===== src/sv/slst_pkg.sv =====
// ----------------------------------------------------------------------------
// Sorted leaf segment table package
// Sizes, operation and status codes, and the control bundle broadcast to the
// chain of element cells.
// ----------------------------------------------------------------------------
`default_nettype none

package slst_pkg;

  localparam int LEAF_SIZE    = 64;
  localparam int ELEMENT_BITS = 32;
  localparam int IDX_W        = $clog2(LEAF_SIZE);
  localparam int CNT_W        = $clog2(LEAF_SIZE + 1);
  localparam int GRP_SIZE     = 8;
  localparam int GRP_COUNT    = LEAF_SIZE / GRP_SIZE;
  localparam int GRP_W        = $clog2(GRP_COUNT);
  localparam int BIT_W        = $clog2(GRP_SIZE);

  typedef logic [IDX_W-1:0]        idx_t;
  typedef logic [CNT_W-1:0]        cnt_t;
  typedef logic [ELEMENT_BITS-1:0] elem_t;

  typedef enum logic [2:0] {
    OP_FIND   = 3'd0,
    OP_SET    = 3'd1,
    OP_INSERT = 3'd2,
    OP_APPEND = 3'd3,
    OP_REMOVE = 3'd4
  } op_t;

  typedef enum logic [1:0] {
    ST_OK    = 2'd0,
    ST_MISS  = 2'd1,
    ST_FULL  = 2'd2,
    ST_RANGE = 2'd3
  } status_t;

  typedef enum logic {
    S_IDLE    = 1'b0,
    S_RESOLVE = 1'b1
  } state_t;

  typedef struct packed {
    logic  go;
    logic  apply;
    op_t   op;
    elem_t value;
    idx_t  pos;
    cnt_t  count;
  } cell_ctl_t;

endpackage

`default_nettype wire


===== src/sv/slst_cell.sv =====
// ----------------------------------------------------------------------------
// Sorted leaf segment table: element cell
// Holds one slot of the leaf. On a request it writes, takes its left or right
// neighbor's value, or holds, and it registers whether it matches the value.
// ----------------------------------------------------------------------------
`default_nettype none

module slst_cell (
  input  logic                clk,
  input  slst_pkg::idx_t      cell_idx,
  input  slst_pkg::cell_ctl_t ctl,
  input  slst_pkg::elem_t     left_val,
  input  slst_pkg::elem_t     right_val,
  output slst_pkg::elem_t     cell_val,
  output logic                match
);

  slst_pkg::elem_t data_r;
  slst_pkg::elem_t data_nxt;
  logic            match_r;
  logic            match_nxt;
  slst_pkg::cnt_t  idx_ext;
  slst_pkg::cnt_t  pos_ext;

  assign idx_ext = {1'b0, cell_idx};
  assign pos_ext = {1'b0, ctl.pos};

  always_comb begin
    data_nxt  = data_r;
    match_nxt = match_r;
    if (ctl.go) begin
      match_nxt = (data_r == ctl.value) && (idx_ext < ctl.count);
    end
    if (ctl.apply) begin
      case (ctl.op)
        slst_pkg::OP_SET: begin
          if (idx_ext == pos_ext) data_nxt = ctl.value;
        end
        slst_pkg::OP_INSERT: begin
          if (idx_ext == pos_ext) begin
            data_nxt = ctl.value;
          end else if ((idx_ext > pos_ext) && (idx_ext <= ctl.count)) begin
            data_nxt = left_val;
          end
        end
        slst_pkg::OP_APPEND: begin
          if (idx_ext == ctl.count) data_nxt = ctl.value;
        end
        slst_pkg::OP_REMOVE: begin
          if ((idx_ext >= pos_ext) && ((idx_ext + 1'b1) < ctl.count)) data_nxt = right_val;
        end
        default: begin
          data_nxt = data_r;
        end
      endcase
    end
  end

  always_ff @(posedge clk) begin
    data_r  <= data_nxt;
    match_r <= match_nxt;
  end

  assign cell_val = data_r;
  assign match    = match_r;

endmodule

`default_nettype wire


===== config.mk =====
export PLATFORM = sky130hd
export DESIGN_NAME = slst_cell
export DESIGN_NICKNAME = d
export VERILOG_FILES = /design/src/sv/slst_pkg.sv /design/src/sv/slst_cell.sv
export SDC_FILE = /design/constraint.sdc
export NUM_CORES = 1
export LEC_CHECK = 0
export ABC_AREA = 1
export BUFFER_PORTS_ARGS = -buffer_cell sky130_fd_sc_hd__clkbuf_2
export CAP_MARGIN = 20
export CORE_MARGIN = 1.5
export CORE_UTILIZATION = 25
export CTS_CLUSTER_DIAMETER = 100
export CTS_CLUSTER_SIZE = 25
export DETAILED_ROUTE_END_ITERATION = 7
export REMOVE_ABC_BUFFERS = 1
export SLEW_MARGIN = 20
export SYNTH_ARGS = -nofsm -noshare
export SYNTH_HDL_FRONTEND = slang
export SYNTH_SLANG_ARGS = --single-unit

===== constraint.sdc =====
create_clock -name clk -period 6.9 [get_ports clk]
set_input_delay 1.725 -clock clk [delete_from_list [all_inputs] [get_ports clk]]
set_output_delay 1.725 -clock clk [all_outputs]
set_load 0.01 [all_outputs]

==> results.py <==
metrics = {
    "status": {
        "outcome": "finished clean",
    },
    "clock_tree": {
        "ctsResizeCount": 0,
        "cts_sinks": 33,
        "clock-root-buffer": "clkbuf_8",
        "clk_latency_ns": 0.28,
        "cts_buffer_depth": 2,
        "htreeDepth": 2,
        "cts_buffers": 5,
        "clk_pin_slew_ns": 0.07,
        "ctsHoldBuffers": 0,
        "cts_tree": "built",
        "cts_setup_buffers": 0,
    },
    "final_layout": {
        "antenna_cells": 0,
        "fin_nets": 633,
        "syn2layout_area_growth_pct": 37.8,
        "drive_above_1_share_pct": 36.3,
    },
    "worst_setup_path": {
        "cp-end-kind": "flop",
        "max_stage_delay_ns": 1.03,
        "crit_chain": "clkbuf_2 -> ha_1 -> nand2_1 -> nor2_2 -> nand2_2 -> o21ai_4 -> nand2_1 -> nand3_1",
        "path_delay_family": "compound AO/OA/AOI/OAI gates",
        "worst-endpoint-arrival_ns": 4.19,
        "cp_slowest_cell": "o21ai_4",
        "cp.required_ns": 7.04,
        "path_class": "in2reg",
        "cp_max_fo": 34,
        "worst-path-buf-inv": 1,
        "path_common_cell": "nand2_1",
        "startpoint_type": "input port",
    },
    "die": {
        "initial_core_util_pct": 25.5,
        "die_x_um": 108,
        "core_area_sq_um": 10700,
        "io-pin-count": 154,
        "die_h_um": 108,
        "core.rowCount": 38,
        "dieArea_sq_um": 11600,
    },
    "synthesis": {
        "synth_top_area_share_pct": 36.1,
        "ys_async_sr_fraction_pct": 0,
        "ys.flop_type": "edfxtp_1",
        "synth_compound_area_share_pct": 8.26,
        "postSynthAreaPerCell_sq_um": 8.04,
        "syn_inst": 341,
        "synth_seq_area_share_pct": 36.1,
        "synth-simple-area-share_pct": 29.5,
        "synth_xor_area_share_pct": 10.2,
        "ys_seq_elements": 33,
        "synthesis.area_sq_um": 2740,
        "synth-edff-count": 33,
        "yosys-top-cells-count": "nand2_1 (97), nand3_1 (56), edfxtp_1 (33), inv_1 (32)",
        "synth.distinct_cells": 26,
        "yosysMostFrequentCell": "nand2_1",
        "synth_top_family_by_area": "simple AND/OR/NAND/NOR gates",
        "ys_warn_count": 0,
        "muxShareOfSynthArea_pct": 0,
        "synth.top_cells.by_area": "edfxtp_1 (36%), nand2_1 (13%), nand3_1 (10%)",
        "synthAdderAreaFrac_pct": 9.13,
        "yosysTopAreaCell": "edfxtp_1",
    },
    "route": {
        "num_vias": 2838,
        "drc": 0,
        "post_drt_wl_per_cell_um": 13.2,
        "initialDrtViolationCount": 148,
        "first_pass_iters": 4,
        "via_per_inst": 4.48,
        "drt-total-wl_um": 8340,
        "ant_nets": 0,
    },
    "sta": {
        "maxSlewHeadroom_pct": 29.0,
        "fmax_mhz": 247,
        "setup_violations": 0,
        "finalHoldViolCount": 0,
        "fin_skew_ns": 0.00595,
        "final_max_slew_viol_count": 0,
        "tightestPinTransition_ns": 1.06,
        "period_minus_slack_ns": 4.05,
        "rsz0062_at_grt": "no",
        "period_share_pct": 58.7,
        "fin_tns_setup_ns": 0,
    },
    "power_and_ir_drop": {
        "p_leak_uw": 0.00188,
        "netSwitchingFraction_pct": 31.4,
        "p_int_uw": 394,
        "max-vdd-ir-drop_v": 0.0000614,
        "p_clk_share_pct": 25.2,
        "p_per_area_nw_per_um2": 152,
        "power.switching_uw": 181,
        "combPwrFrac_pct": 30.4,
        "power_uw": 575,
        "power_frac_seq_pct": 44.4,
    },
    "global_route": {
        "grt_usage_pct": 14.0,
        "antenna_found_initial": 0,
        "grt_pass1_wl_um": 12700,
        "grt_max_degree": 35,
        "grt-ovfl-total": 0,
        "grt_pass1_vias": 2759,
    },
    "place": {
        "globalplace.congestion": 0.837,
        "portBuffers": 153,
        "dp_hpwl_um": 6490,
    },
    "worst_hold_path": {
        "holdCritPathClass": "reg2reg",
    },
    "job": {
        "maxCapViolations": 0,
    },
}
==> worst min-delay path: stages (launching register included) <==
cell,delay (ns)
edfxtp_1,0.37
xnor2_1,0.07
nand4_1,0.07
nor2_1,0.04
nand2_1,0.05
nor2_1,0.04
==> layout by cell type (no fill, tap or decap), types with 3 or more instances in the layout <==
cell type,count
edfxtp_1,33
xor2_1,12
nand3b_1,3
nand4_1,5
ha_1,20
a22oi_2,10
clkbuf_8,5
inv_1,31
xnor2_1,20
o21ai_0,4
nor2_1,20
nand3_1,56
a21oi_1,6
clkbuf_2,153
nand2_1,97
==> power groups by stage <==
stage / logic [uW] / registers (uW) / clock network [uW]
finish: 175 / 255 / 145
global route: 196 / 257 / 159
CTS: 173 / 255 / 153
detailed placement: 172 / 260 / 0
global placement: 169 / 259 / 0
floorplan: 81.4 / 267 / 0
==> layout make-up <==
class                   instances  area [sq um]
clock buffers                   5          68.8
clock inverters                 3          17.5
fillers                      1160          6970
inverters                      32           120
multi-input cells             264          1580
flip-flops and latches         33           991
well taps                     140           175
repair buffers                156           828
==> worst paths after layout <==
| path | startpoint | to | slack, ns | cells after the start |
|---|---|---|---|---|
| worst min-delay path | cell_val[17] | match | 0.80 | 5 |
| worst max register to register | cell_val[16] | match | 5.68 | 5 |
| worst min register to register | cell_val[17] | match | 0.80 | 5 |
| worst max-delay path | cell_idx[4] | cell_val[14] | 2.85 | 8 |
==> kinds of logic (layout without fill, tap and decap cells) <==
family / Yosys count / after routing
XOR/XNOR: 32 / 32
buffers and inverters: 44 / 196
AO/OA/AOI/OAI: 26 / 26
flip-flops: 33 / 33
AND/OR/NAND/NOR: 186 / 186
adder cells (fa/ha/maj): 20 / 20
==> stage by stage <==
step | std cells | hold WS, ns | utilization [%] | area [sq um] | worst slack, ns
finish | 633 | 0.802 | 35.2 | 3780 | 2.85
global route | 633 | 0.858 | 35.2 | 3780 | 2.70
CTS | 631 | 0.810 | 34.6 | 3720 | 2.82
detailed placement | 623 | 0.796 | 33.8 | 3640 | 2.51
global placement | 623 | 0.798 | 33.8 | 3640 | 2.61
floorplan | 329 | 0.795 | - | 2680 | 2.00
==> registers in the layout (all words and copies together), names as in the netlist <==
| signal | count |
|---|---|
| cell_val | 32 |
| match | 1 |
==> routing by layer <==
metal	up-vias	global-route usage (%)	wire (um)
met2	104	26.3	4120
met1	1284	15.9	3590
met3	6	3.27	554
li1	1444	-	-
met4	0	3.20	70
met5	-	0	0
Power figures use the tool's default switching activity.
