<file path="src/sv/slst_pkg.sv">
// ----------------------------------------------------------------------------
// Sorted leaf segment table package
// Sizes, operation and status codes, and the control bundle broadcast to the
// chain of element cells.
// ----------------------------------------------------------------------------
`default_nettype none

package slst_pkg;

  localparam int LEAF_SIZE    = 64;
  localparam int ELEMENT_BITS = 32;
  localparam int IDX_W        = $clog2(LEAF_SIZE);
  localparam int CNT_W        = $clog2(LEAF_SIZE + 1);
  localparam int GRP_SIZE     = 8;
  localparam int GRP_COUNT    = LEAF_SIZE / GRP_SIZE;
  localparam int GRP_W        = $clog2(GRP_COUNT);
  localparam int BIT_W        = $clog2(GRP_SIZE);

  typedef logic [IDX_W-1:0]        idx_t;
  typedef logic [CNT_W-1:0]        cnt_t;
  typedef logic [ELEMENT_BITS-1:0] elem_t;

  typedef enum logic [2:0] {
    OP_FIND   = 3'd0,
    OP_SET    = 3'd1,
    OP_INSERT = 3'd2,
    OP_APPEND = 3'd3,
    OP_REMOVE = 3'd4
  } op_t;

  typedef enum logic [1:0] {
    ST_OK    = 2'd0,
    ST_MISS  = 2'd1,
    ST_FULL  = 2'd2,
    ST_RANGE = 2'd3
  } status_t;

  typedef enum logic {
    S_IDLE    = 1'b0,
    S_RESOLVE = 1'b1
  } state_t;

  typedef struct packed {
    logic  go;
    logic  apply;
    op_t   op;
    elem_t value;
    idx_t  pos;
    cnt_t  count;
  } cell_ctl_t;

endpackage

`default_nettype wire

</file>
<file path="src/sv/slst_prio.sv">
// ----------------------------------------------------------------------------
// Sorted leaf segment table: first-match encoder
// Finds the lowest set bit of the registered match row in two levels: first
// the lowest group with a hit, then the lowest bit inside that group.
// ----------------------------------------------------------------------------
`default_nettype none

module slst_prio (
  input  logic [slst_pkg::LEAF_SIZE-1:0] match_vec,
  output logic                           hit,
  output slst_pkg::idx_t                 hit_idx
);

  logic [slst_pkg::GRP_COUNT-1:0] grp_any;
  logic [slst_pkg::GRP_W-1:0]     grp_sel;
  logic [slst_pkg::GRP_SIZE-1:0]  grp_bits;
  logic [slst_pkg::BIT_W-1:0]     bit_sel;

  always_comb begin
    for (int g = 0; g < slst_pkg::GRP_COUNT; g++) begin
      grp_any[g] = |match_vec[g*slst_pkg::GRP_SIZE +: slst_pkg::GRP_SIZE];
    end
    grp_sel = '0;
    for (int g = slst_pkg::GRP_COUNT - 1; g >= 0; g--) begin
      if (grp_any[g]) grp_sel = slst_pkg::GRP_W'(g);
    end
    grp_bits = match_vec[grp_sel*slst_pkg::GRP_SIZE +: slst_pkg::GRP_SIZE];
    bit_sel  = '0;
    for (int b = slst_pkg::GRP_SIZE - 1; b >= 0; b--) begin
      if (grp_bits[b]) bit_sel = slst_pkg::BIT_W'(b);
    end
  end

  assign hit     = |grp_any;
  assign hit_idx = {grp_sel, bit_sel};

endmodule

`default_nettype wire

</file>
<file path="config.mk">
export PLATFORM = sky130hd
export DESIGN_NAME = slst_prio
export DESIGN_NICKNAME = d
export VERILOG_FILES = /design/src/sv/slst_pkg.sv /design/src/sv/slst_prio.sv
export SDC_FILE = /design/constraint.sdc
export NUM_CORES = 1
export LEC_CHECK = 0
export CAP_MARGIN = 0
export CORE_MARGIN = 2
export CORE_UTILIZATION = 40
export DETAILED_ROUTE_END_ITERATION = 7
export DONT_BUFFER_PORTS = 1
export GPL_TIMING_DRIVEN = 0
export PLACE_DENSITY = 0.53
export SLEW_MARGIN = 0
export SYNTH_ARGS = -nofsm -noshare
export SYNTH_HDL_FRONTEND = slang
export SYNTH_SLANG_ARGS = --single-unit
</file>
<file path="constraint.sdc">
create_clock -name vclk -period 4.27
set_input_delay 0.854 -clock vclk [all_inputs]
set_output_delay 0.854 -clock vclk [all_outputs]
set_load 0.02 [all_outputs]
</file>
==> results of run 1 <==
[per-layer routing]
layer,global-route usage,up-vias,share of wire
met1,0.3009,518,0.39
met4,0.05556,0,0.018
met5,0,-,0
met2,0.4452,63,0.50
met3,0.05655,6,0.094
li1,-,487,-
[what timing repair did]
item,CTS,global route
cloned,0,0
buffers inserted,0,12
gates resized for setup,6,25
endpoints found under the setup margin,3,3
pin swaps,2,16
[power by group through the flow]
stage | registers (mW) | clock network (mW) | logic (mW)
final | 0 | 0 | 0.0463
after global routing | 0 | 0 | 0.0490
after CTS | 0 | 0 | 0.0386
after detailed placement | 0 | 0 | 0.0357
after global placement | 0 | 0 | 0.0353
after floorplan | 0 | 0 | 0.0297
[cell families (layout without fill, tap and decap cells)]
| logic type | after synthesis | in the layout |
|---|---|---|
| AND/OR/NAND/NOR | 51 | 51 |
| multiplexers | 3 | 3 |
| AO/OA/AOI/OAI | 43 | 43 |
| buffers and inverters | 8 | 19 |
[stage by stage]
stage                     setup WS, ns    util
after floorplan                 0.2062       -
after global placement         -0.1590  0.4489
after detailed placement       -0.1420  0.4489
after CTS                      0.02715  0.4729
after global routing           -0.1291  0.5884
final                        -0.001966  0.5884
[worst max path at each step]
stage | start | endpoint | slack, ns
after global placement | match_vec[37] | hit_idx[1] | -0.16
after CTS | match_vec[33] | hit_idx[0] | 0.03
after global routing | match_vec[23] | hit_idx[0] | -0.13
after detailed placement | match_vec[37] | hit_idx[1] | -0.14
final | match_vec[23] | hit_idx[0] | -0.002
after floorplan | match_vec[19] | hit_idx[1] | 0.21
[tightest hold or removal path, delay by kind of cell]
family | cells | cell delay (ns)
AOI/OAI and AO/OA | 3 | 0.24
and+or+nand+nor | 1 | 0.07
[final cells by class]
type,instances,share of cell area
Buffer,5,0.05258
Tap cell,27,0.02897
Inverter,2,0.006438
Timing Repair Buffer,12,0.09120
Multi-Input combinational cell,97,0.8208
[synth_stat cells, types with 3 or more instances]
cell type  count  area share
and3_1         4       0.029
a221o_1        7       0.082
nor3b_1        3       0.026
nor4_2         5       0.073
or4_1          6       0.053
nor4_1         7       0.051
nor3_1         3       0.018
buf_6          3       0.039
a21oi_1       15       0.088
buf_4          3       0.026
or4_4          4       0.053
o211ai_1       3       0.026
nand2_1        3       0.013
==> flow_metrics.env, run 1 <==
export IMPL_power_density_mw_per_mm2=39.69
export IMPL_first_pass_iters=4
export IMPL_holdCritStartpoint="match_vec[1]"
export IMPL_rows=16
export IMPL_timing_fmax_mhz=234.1
export IMPL_power_mw=0.04628
export IMPL_synth_xor_area_share=0
export IMPL_hold_ws_ns=2.017
export IMPL_dieArea_mm2=0.002526
export IMPL_drive_above_1_share=0.4569
export IMPL_cpMostUsedCell="nor4_4"
export IMPL_internal_power_mw=0.02242
export IMPL_worst_slack_ns=-0.001966
export IMPL_grt_total_usage=0.2498
export IMPL_worstMarginPinSlew_ns=0.4858
export IMPL_syn_instance_count=105
export IMPL_dpl_instance_area_um2=889.6
export IMPL_overflow=0
export IMPL_synth_top_family_by_area="simple AND/OR/NAND/NOR gates"
export IMPL_die_y_um=50.26
export IMPL_clkbuf_count=0
export IMPL_nNetsFinal=182
export IMPL_ir_worst_vdd_uv=20.57
export IMPL_drt_iter0_markers=20
export IMPL_worst_hold_path_type="in2out"
export IMPL_syn_to_final_growth_pct=36.26
export IMPL_final_common_cell="a21oi_1"
export IMPL_leakage_nw=0.3370
export IMPL_postCtsHoldBufs=0
export IMPL_syn_area_um2=855.8
export IMPL_dp_cells=132
export IMPL_netSwitchingPower_mw=0.02386
export IMPL_finalSetupViolCount=1
export IMPL_yosysUniqueCellTypes=42
export IMPL_yosysSeqAreaShare=0
export IMPL_crit_buf_inv=1
export IMPL_arrival_ns=3.42
export IMPL_status="finished, violations left"
export IMPL_crit_type="in2out"
export IMPL_grt_pass1_vias=1087
export IMPL_critPathMaxFanout=7
export IMPL_fill_cells=178
export IMPL_wirelength_um=3525
export IMPL_grt_pass1_wl_um=4912
export IMPL_die_w_um=50.26
export IMPL_grt_max_degree=11
export IMPL_io_buffers=0
export IMPL_finalHoldViolCount=0
export IMPL_seqPwrFrac=0
export IMPL_grt_setup_unrepaired="yes"
export IMPL_synth_compound_area_frac=0.3772
export IMPL_dp_hpwl_um=2677
export IMPL_multi_input_area_um2=957.2
export IMPL_initial_core_util=0.4318
export IMPL_drv_slew=0
export IMPL_critPathCaptureType="primary output"
export IMPL_ant_nets=0
export IMPL_timing_final_crit_period_ns=4.272
export IMPL_via_count=1074
export IMPL_clkPwrFrac=0
export IMPL_drc=0
export IMPL_boundaryPins=71
export IMPL_synthAdderAreaFrac=0
export IMPL_ys_warn_count=0
export IMPL_p_comb_frac=1.000
export IMPL_core_mm2=0.001982
export IMPL_min_to="hit_idx[2]"
export IMPL_worstPathRequired_ns=3.42
export IMPL_antenna_found_initial=0
export IMPL_holdPathStages=4
export IMPL_synthMuxAreaShare=0.05263
export IMPL_cp_cell_sequence="or4_4 -> nor4_4 -> o2111a_1 -> buf_6 -> a21oi_1 -> nor3b_1 -> nor4_4 -> a21boi_1 -> o211ai_1"
export IMPL_fin_area_mm2=0.001166
export IMPL_synth_fp_nets=169
export IMPL_mostFrequentLayoutCells="a21oi_1 (15), buf_4 (12), nor4_4 (8)"
export IMPL_vias_per_cell=7.510
export IMPL_cpMaxStageDelayCell="or4_4"
export IMPL_slew_headroom=0.6747
export IMPL_antenna_cells=0
export IMPL_drv_cap=0
export IMPL_period_share=1.000
export IMPL_violations="setup timing"
export IMPL_seq_cell_count=0
export IMPL_routedWlPerCell_um=24.65
export IMPL_postSynthAreaPerCell_um2=8.151
export IMPL_path_delay_family="simple AND/OR/NAND/NOR gates"
export IMPL_ff_latch_area_um2=0
export IMPL_fin_setup_tns_ns=-0.001966
export IMPL_yosys_area_share_simple=0.4956
export IMPL_path_depth=9
export IMPL_p_sw_frac=0.5155
export IMPL_start_kind="input pin"
export IMPL_final_cells=143
export IMPL_routabilityCongestion=0.8641
export IMPL_max_stage_delay_ns=0.55
Power figures use the tool's default switching activity.
==> inputs of run 2 (changes only) <==
==> constraint.sdc (replaced) <==
create_clock -name vclk -period 4.4
set_input_delay 0.66 -clock vclk [all_inputs]
set_output_delay 0.66 -clock vclk [all_outputs]
set_load 0.02 [all_outputs]
==> flow_metrics.env, run 2 (synthesis results as in run 1) <==
export IMPL_fin_util=0.4489
export IMPL_nNetsFinal=171
export IMPL_clkbuf_count=0
export IMPL_mostFrequentLayoutCells="a21oi_1 (15), nor4_1 (7), a221o_1 (7)"
export IMPL_dp_hpwl_um=2677
export IMPL_met2_usage=0.4276
export IMPL_grt_total_usage=0.2411
export IMPL_overflow=0
export IMPL_io_buffers=0
export IMPL_boundaryPins=71
export IMPL_dieArea_mm2=0.002526
export IMPL_grt_pass1_wl_um=4767
export IMPL_grt_pass1_vias=1060
export IMPL_final_common_cell="a21oi_1"
export IMPL_start_kind="input pin"
export IMPL_period_share=0.9225
export IMPL_power_density_mw_per_mm2=38.97
export IMPL_fin_setup_tns_ns=0
export IMPL_ff_latch_area_um2=0
export IMPL_vias_per_cell=7.848
export IMPL_ant_nets=0
export IMPL_drv_slew=0
export IMPL_drive_above_1_share=0.2857
export IMPL_rows=16
export IMPL_die_y_um=50.26
export IMPL_grt_max_degree=11
export IMPL_leakage_nw=0.2447
export IMPL_power_mw=0.03467
export IMPL_worstMarginPinSlew_ns=0.5228
export IMPL_worst_hold_path_type="in2out"
export IMPL_grt_setup_unrepaired="no"
export IMPL_timing_fmax_mhz=246.4
export IMPL_use_met1=0.3045
export IMPL_place_ws_ns=0.3760
export IMPL_finalHoldViolCount=0
export IMPL_ir_worst_vdd_uv=17.21
export IMPL_drt_iter0_markers=47
export IMPL_via_count=1036
export IMPL_postCtsSetupRepairBufs=0
export IMPL_wirelength_um=3087
export IMPL_die_w_um=50.26
export IMPL_worstPathRequired_ns=3.74
export IMPL_timing_final_crit_period_ns=4.059
export IMPL_seq_cell_count=0
export IMPL_initial_core_util=0.4318
export IMPL_worst_slack_ns=0.3410
export IMPL_core_mm2=0.001982
export IMPL_antenna_found_initial=0
export IMPL_antenna_cells=0
export IMPL_first_pass_iters=4
export IMPL_critPathMaxFanout=10
export IMPL_top_usage_layer="met2"
export IMPL_cts_resized=0
export IMPL_fin_area_um2=889.6
export IMPL_dpl_instance_area_um2=889.6
export IMPL_drv_cap=0
export IMPL_use_met3=0.04762
export IMPL_syn_to_final_growth_pct=3.947
export IMPL_crit_type="in2out"
export IMPL_status="finished clean"
export IMPL_slew_headroom=0.6482
export IMPL_routabilityCongestion=0.8641
export IMPL_critPathCaptureType="primary output"
export IMPL_arrival_ns=3.40
export IMPL_cp_cell_sequence="nor4_1 -> nand4_1 -> o2111a_1 -> buf_4 -> buf_6 -> a221o_1 -> nor4_2 -> o211ai_1 -> a31oi_1"
export IMPL_finalSetupViolCount=0
export IMPL_max_stage_delay_ns=0.47
export IMPL_cpMaxStageDelayCell="nor4_1"
export IMPL_routedWlPerCell_um=23.39
export IMPL_postCtsHoldBufs=0
export IMPL_drc=0
run 2: cell types whose count changed in the layout (fill, tap and decap cells not counted), sizes merged:
cell / previous run / this run
buf: 17 / 6
run 2: where the power goes:
part	internal, mW	leakage (nW)	total (mW)	switching (mW)
Sequential	0	0	0	0
Combinational	0.0167	0.245	0.0347	0.0180
Clock	0	0	0	0
run 2: area by class of cell:
class / instances / area, um2
fill: 205 / 1092
multi-input combinational: 97 / 792.0
buffer: 6 / 56.30
tap: 27 / 33.78
inverter: 2 / 7.507
run 2: worst paths after layout:
| path | startpoint | to | slack (ns) | cells past startpoint |
|---|---|---|---|---|
| max | match_vec[37] | hit_idx[1] | 0.34 | 9 |
| min | match_vec[1] | hit_idx[2] | 1.64 | 4 |
run 2: per-stage QoR:
step	cells	hold slack [ns]
after CTS	132	1.636
after global placement	132	1.638
after detailed placement	132	1.629
final	132	1.638
after floorplan	105	1.601
after global routing	132	1.687
run 2: metal layers:
layer | part of all wire | wire length [um]
met1 | 0.41 | 1265
met2 | 0.47 | 1449
met3 | 0.11 | 329
met4 | 0.014 | 42
met5 | 0 | 0
run 2: worst max-delay path: cells and delay by family:
kind                   cells  cell delay [ns]
buffers and inverters      2             0.33
AND/OR/NAND/NOR            3             1.14
AO/OA/AOI/OAI              4             1.26
==> inputs of run 3 (changes only) <==
--- a/config.mk
+++ b/config.mk
@@ -12,6 +12,7 @@
 export DONT_BUFFER_PORTS = 1
 export GPL_TIMING_DRIVEN = 0
 export PLACE_DENSITY = 0.53
+export REMOVE_ABC_BUFFERS = 1
 export SLEW_MARGIN = 0
 export SYNTH_ARGS = -nofsm -noshare
 export SYNTH_HDL_FRONTEND = slang
==> flow_metrics.env, run 3 (synthesis results as in run 1) <==
export IMPL_ir_worst_vdd_uv=18.93
export IMPL_antenna_cells=0
export IMPL_initial_core_util=0.4318
export IMPL_status="finished clean"
export IMPL_met2_usage=0.4254
export IMPL_use_met3=0.02976
export IMPL_grt_pass1_wl_um=4567
export IMPL_drc=0
export IMPL_overflow=0
export IMPL_boundaryPins=71
export IMPL_cp_cell_sequence="nor4_1 -> a211oi_1 -> a2111o_1 -> a21boi_4 -> mux4_2 -> a21oi_2 -> nand2_1 -> a31oi_1"
export IMPL_arrival_ns=3.60
export IMPL_slew_headroom=0.5875
export IMPL_grt_total_usage=0.2246
export IMPL_grt_pass1_vias=1022
export IMPL_antenna_found_initial=0
export IMPL_nNetsFinal=167
export IMPL_die_w_um=50.26
export IMPL_critPathLaunch="match_vec[37]"
export IMPL_drv_cap=0
export IMPL_worstPathRequired_ns=3.74
export IMPL_fin_area_um2=867.1
export IMPL_leakage_nw=0.2187
export IMPL_drive_above_1_share=0.2673
export IMPL_mostFrequentLayoutCells="a21oi_1 (15), nor4_1 (7), a221o_1 (7)"
export IMPL_internal_power_mw=0.01660
export IMPL_core_mm2=0.001982
export IMPL_wirelength_um=3062
export IMPL_via_count=1000
export IMPL_holdCritStartpoint="match_vec[1]"
export IMPL_dp_hpwl_um=2437
export IMPL_fin_util=0.4375
export IMPL_netSwitchingPower_mw=0.01723
export IMPL_rows=16
export IMPL_power_mw=0.03383
export IMPL_seqPwrFrac=0
export IMPL_ant_nets=0
export IMPL_die_y_um=50.26
export IMPL_drv_slew=0
export IMPL_dieArea_mm2=0.002526
export IMPL_clkbuf_count=0
export IMPL_fin_setup_tns_ns=0
export IMPL_routabilityCongestion=0.8149
export IMPL_postCtsHoldBufs=0
export IMPL_critPathMaxFanout=11
export IMPL_top_usage_layer="met2"
export IMPL_period_share=0.9672
export IMPL_seq_cell_count=0
export IMPL_worst_hold_path_type="in2out"
export IMPL_final_common_cell="a21oi_1"
export IMPL_power_density_mw_per_mm2=39.02
export IMPL_max_stage_delay_ns=0.60
export IMPL_ff_latch_area_um2=0
export IMPL_worstMarginPinSlew_ns=0.6131
export IMPL_p_sw_frac=0.5094
export IMPL_clkPwrFrac=0
export IMPL_timing_fmax_mhz=235.0
export IMPL_routedWlPerCell_um=23.92
export IMPL_first_pass_iters=4
export IMPL_use_met1=0.2819
export IMPL_drt_iter0_markers=16
export IMPL_io_buffers=0
export IMPL_cpMaxStageDelayCell="mux4_2"
export IMPL_grt_max_degree=30
export IMPL_dpl_instance_area_um2=833.3
export IMPL_start_kind="input pin"
export IMPL_syn_to_final_growth_pct=1.316
export IMPL_finalSetupViolCount=0
export IMPL_timing_final_crit_period_ns=4.256
export IMPL_vias_per_cell=7.813
export IMPL_critPathCaptureType="primary output"
export IMPL_p_comb_frac=1.000
export IMPL_finalHoldViolCount=0
export IMPL_crit_type="in2out"
run 3: changes by cell type in the layout (fill, tap and decap cells not counted):
cell | previous run | this run
buf_6 | 3 | 0
buf_4 | 3 | 0
o2111a_2 | 0 | 1
a21boi_4 | 0 | 1
nand2_1 | 3 | 2
nand2_2 | 0 | 1
run 3: power groups by stage:
stage                     clock, mW  sequential (mW)  combinational, mW
after floorplan                   0                0             0.0287
after global placement            0                0             0.0332
after detailed placement          0                0             0.0334
after CTS                         0                0             0.0336
after global routing              0                0             0.0375
final                             0                0             0.0338
run 3: worst max-delay path, delay by kind of cell:
family           cells  cell delay, ns
AO/OA/AOI/OAI        5            1.73
AND/OR/NAND/NOR      2            0.60
multiplexers         1            0.60
run 3: final timing paths:
check / to / slack, ns / cells after the start
worst min-delay path: hit_idx[2] / 1.62 / 4
worst max-delay path: hit_idx[1] / 0.14 / 8
run 3: what timing repair did:
action / CTS / global route
pin swaps: 0 / 2
cloned: 0 / 2
setup endpoints to repair: 3 / 2
setup buffers: 0 / 0
endpoints found under the hold margin: 0 / 0
gates resized for setup: 2 / 1
run 3: cell type report:
cell class / count / area [um2]
Fill cell: 216 / 1115
Inverter: 2 / 7.507
Tap cell: 27 / 33.78
Multi-Input combinational cell: 99 / 825.8
run 3: routing by layer:
metal	wire (um)	vias to the layer above
met3	274	0
li1	-	459
met5	0	-
met1	1214	486
met4	0	0
met2	1573	55
run 3: stage by stage:
step	setup WS (ns)	instances	hold WS, ns
after floorplan	0.3104	99	1.601
after global placement	-0.1117	126	1.619
after detailed placement	-0.1495	126	1.628
after CTS	0.1059	126	1.628
after global routing	-0.006401	128	1.654
final	0.1442	128	1.625
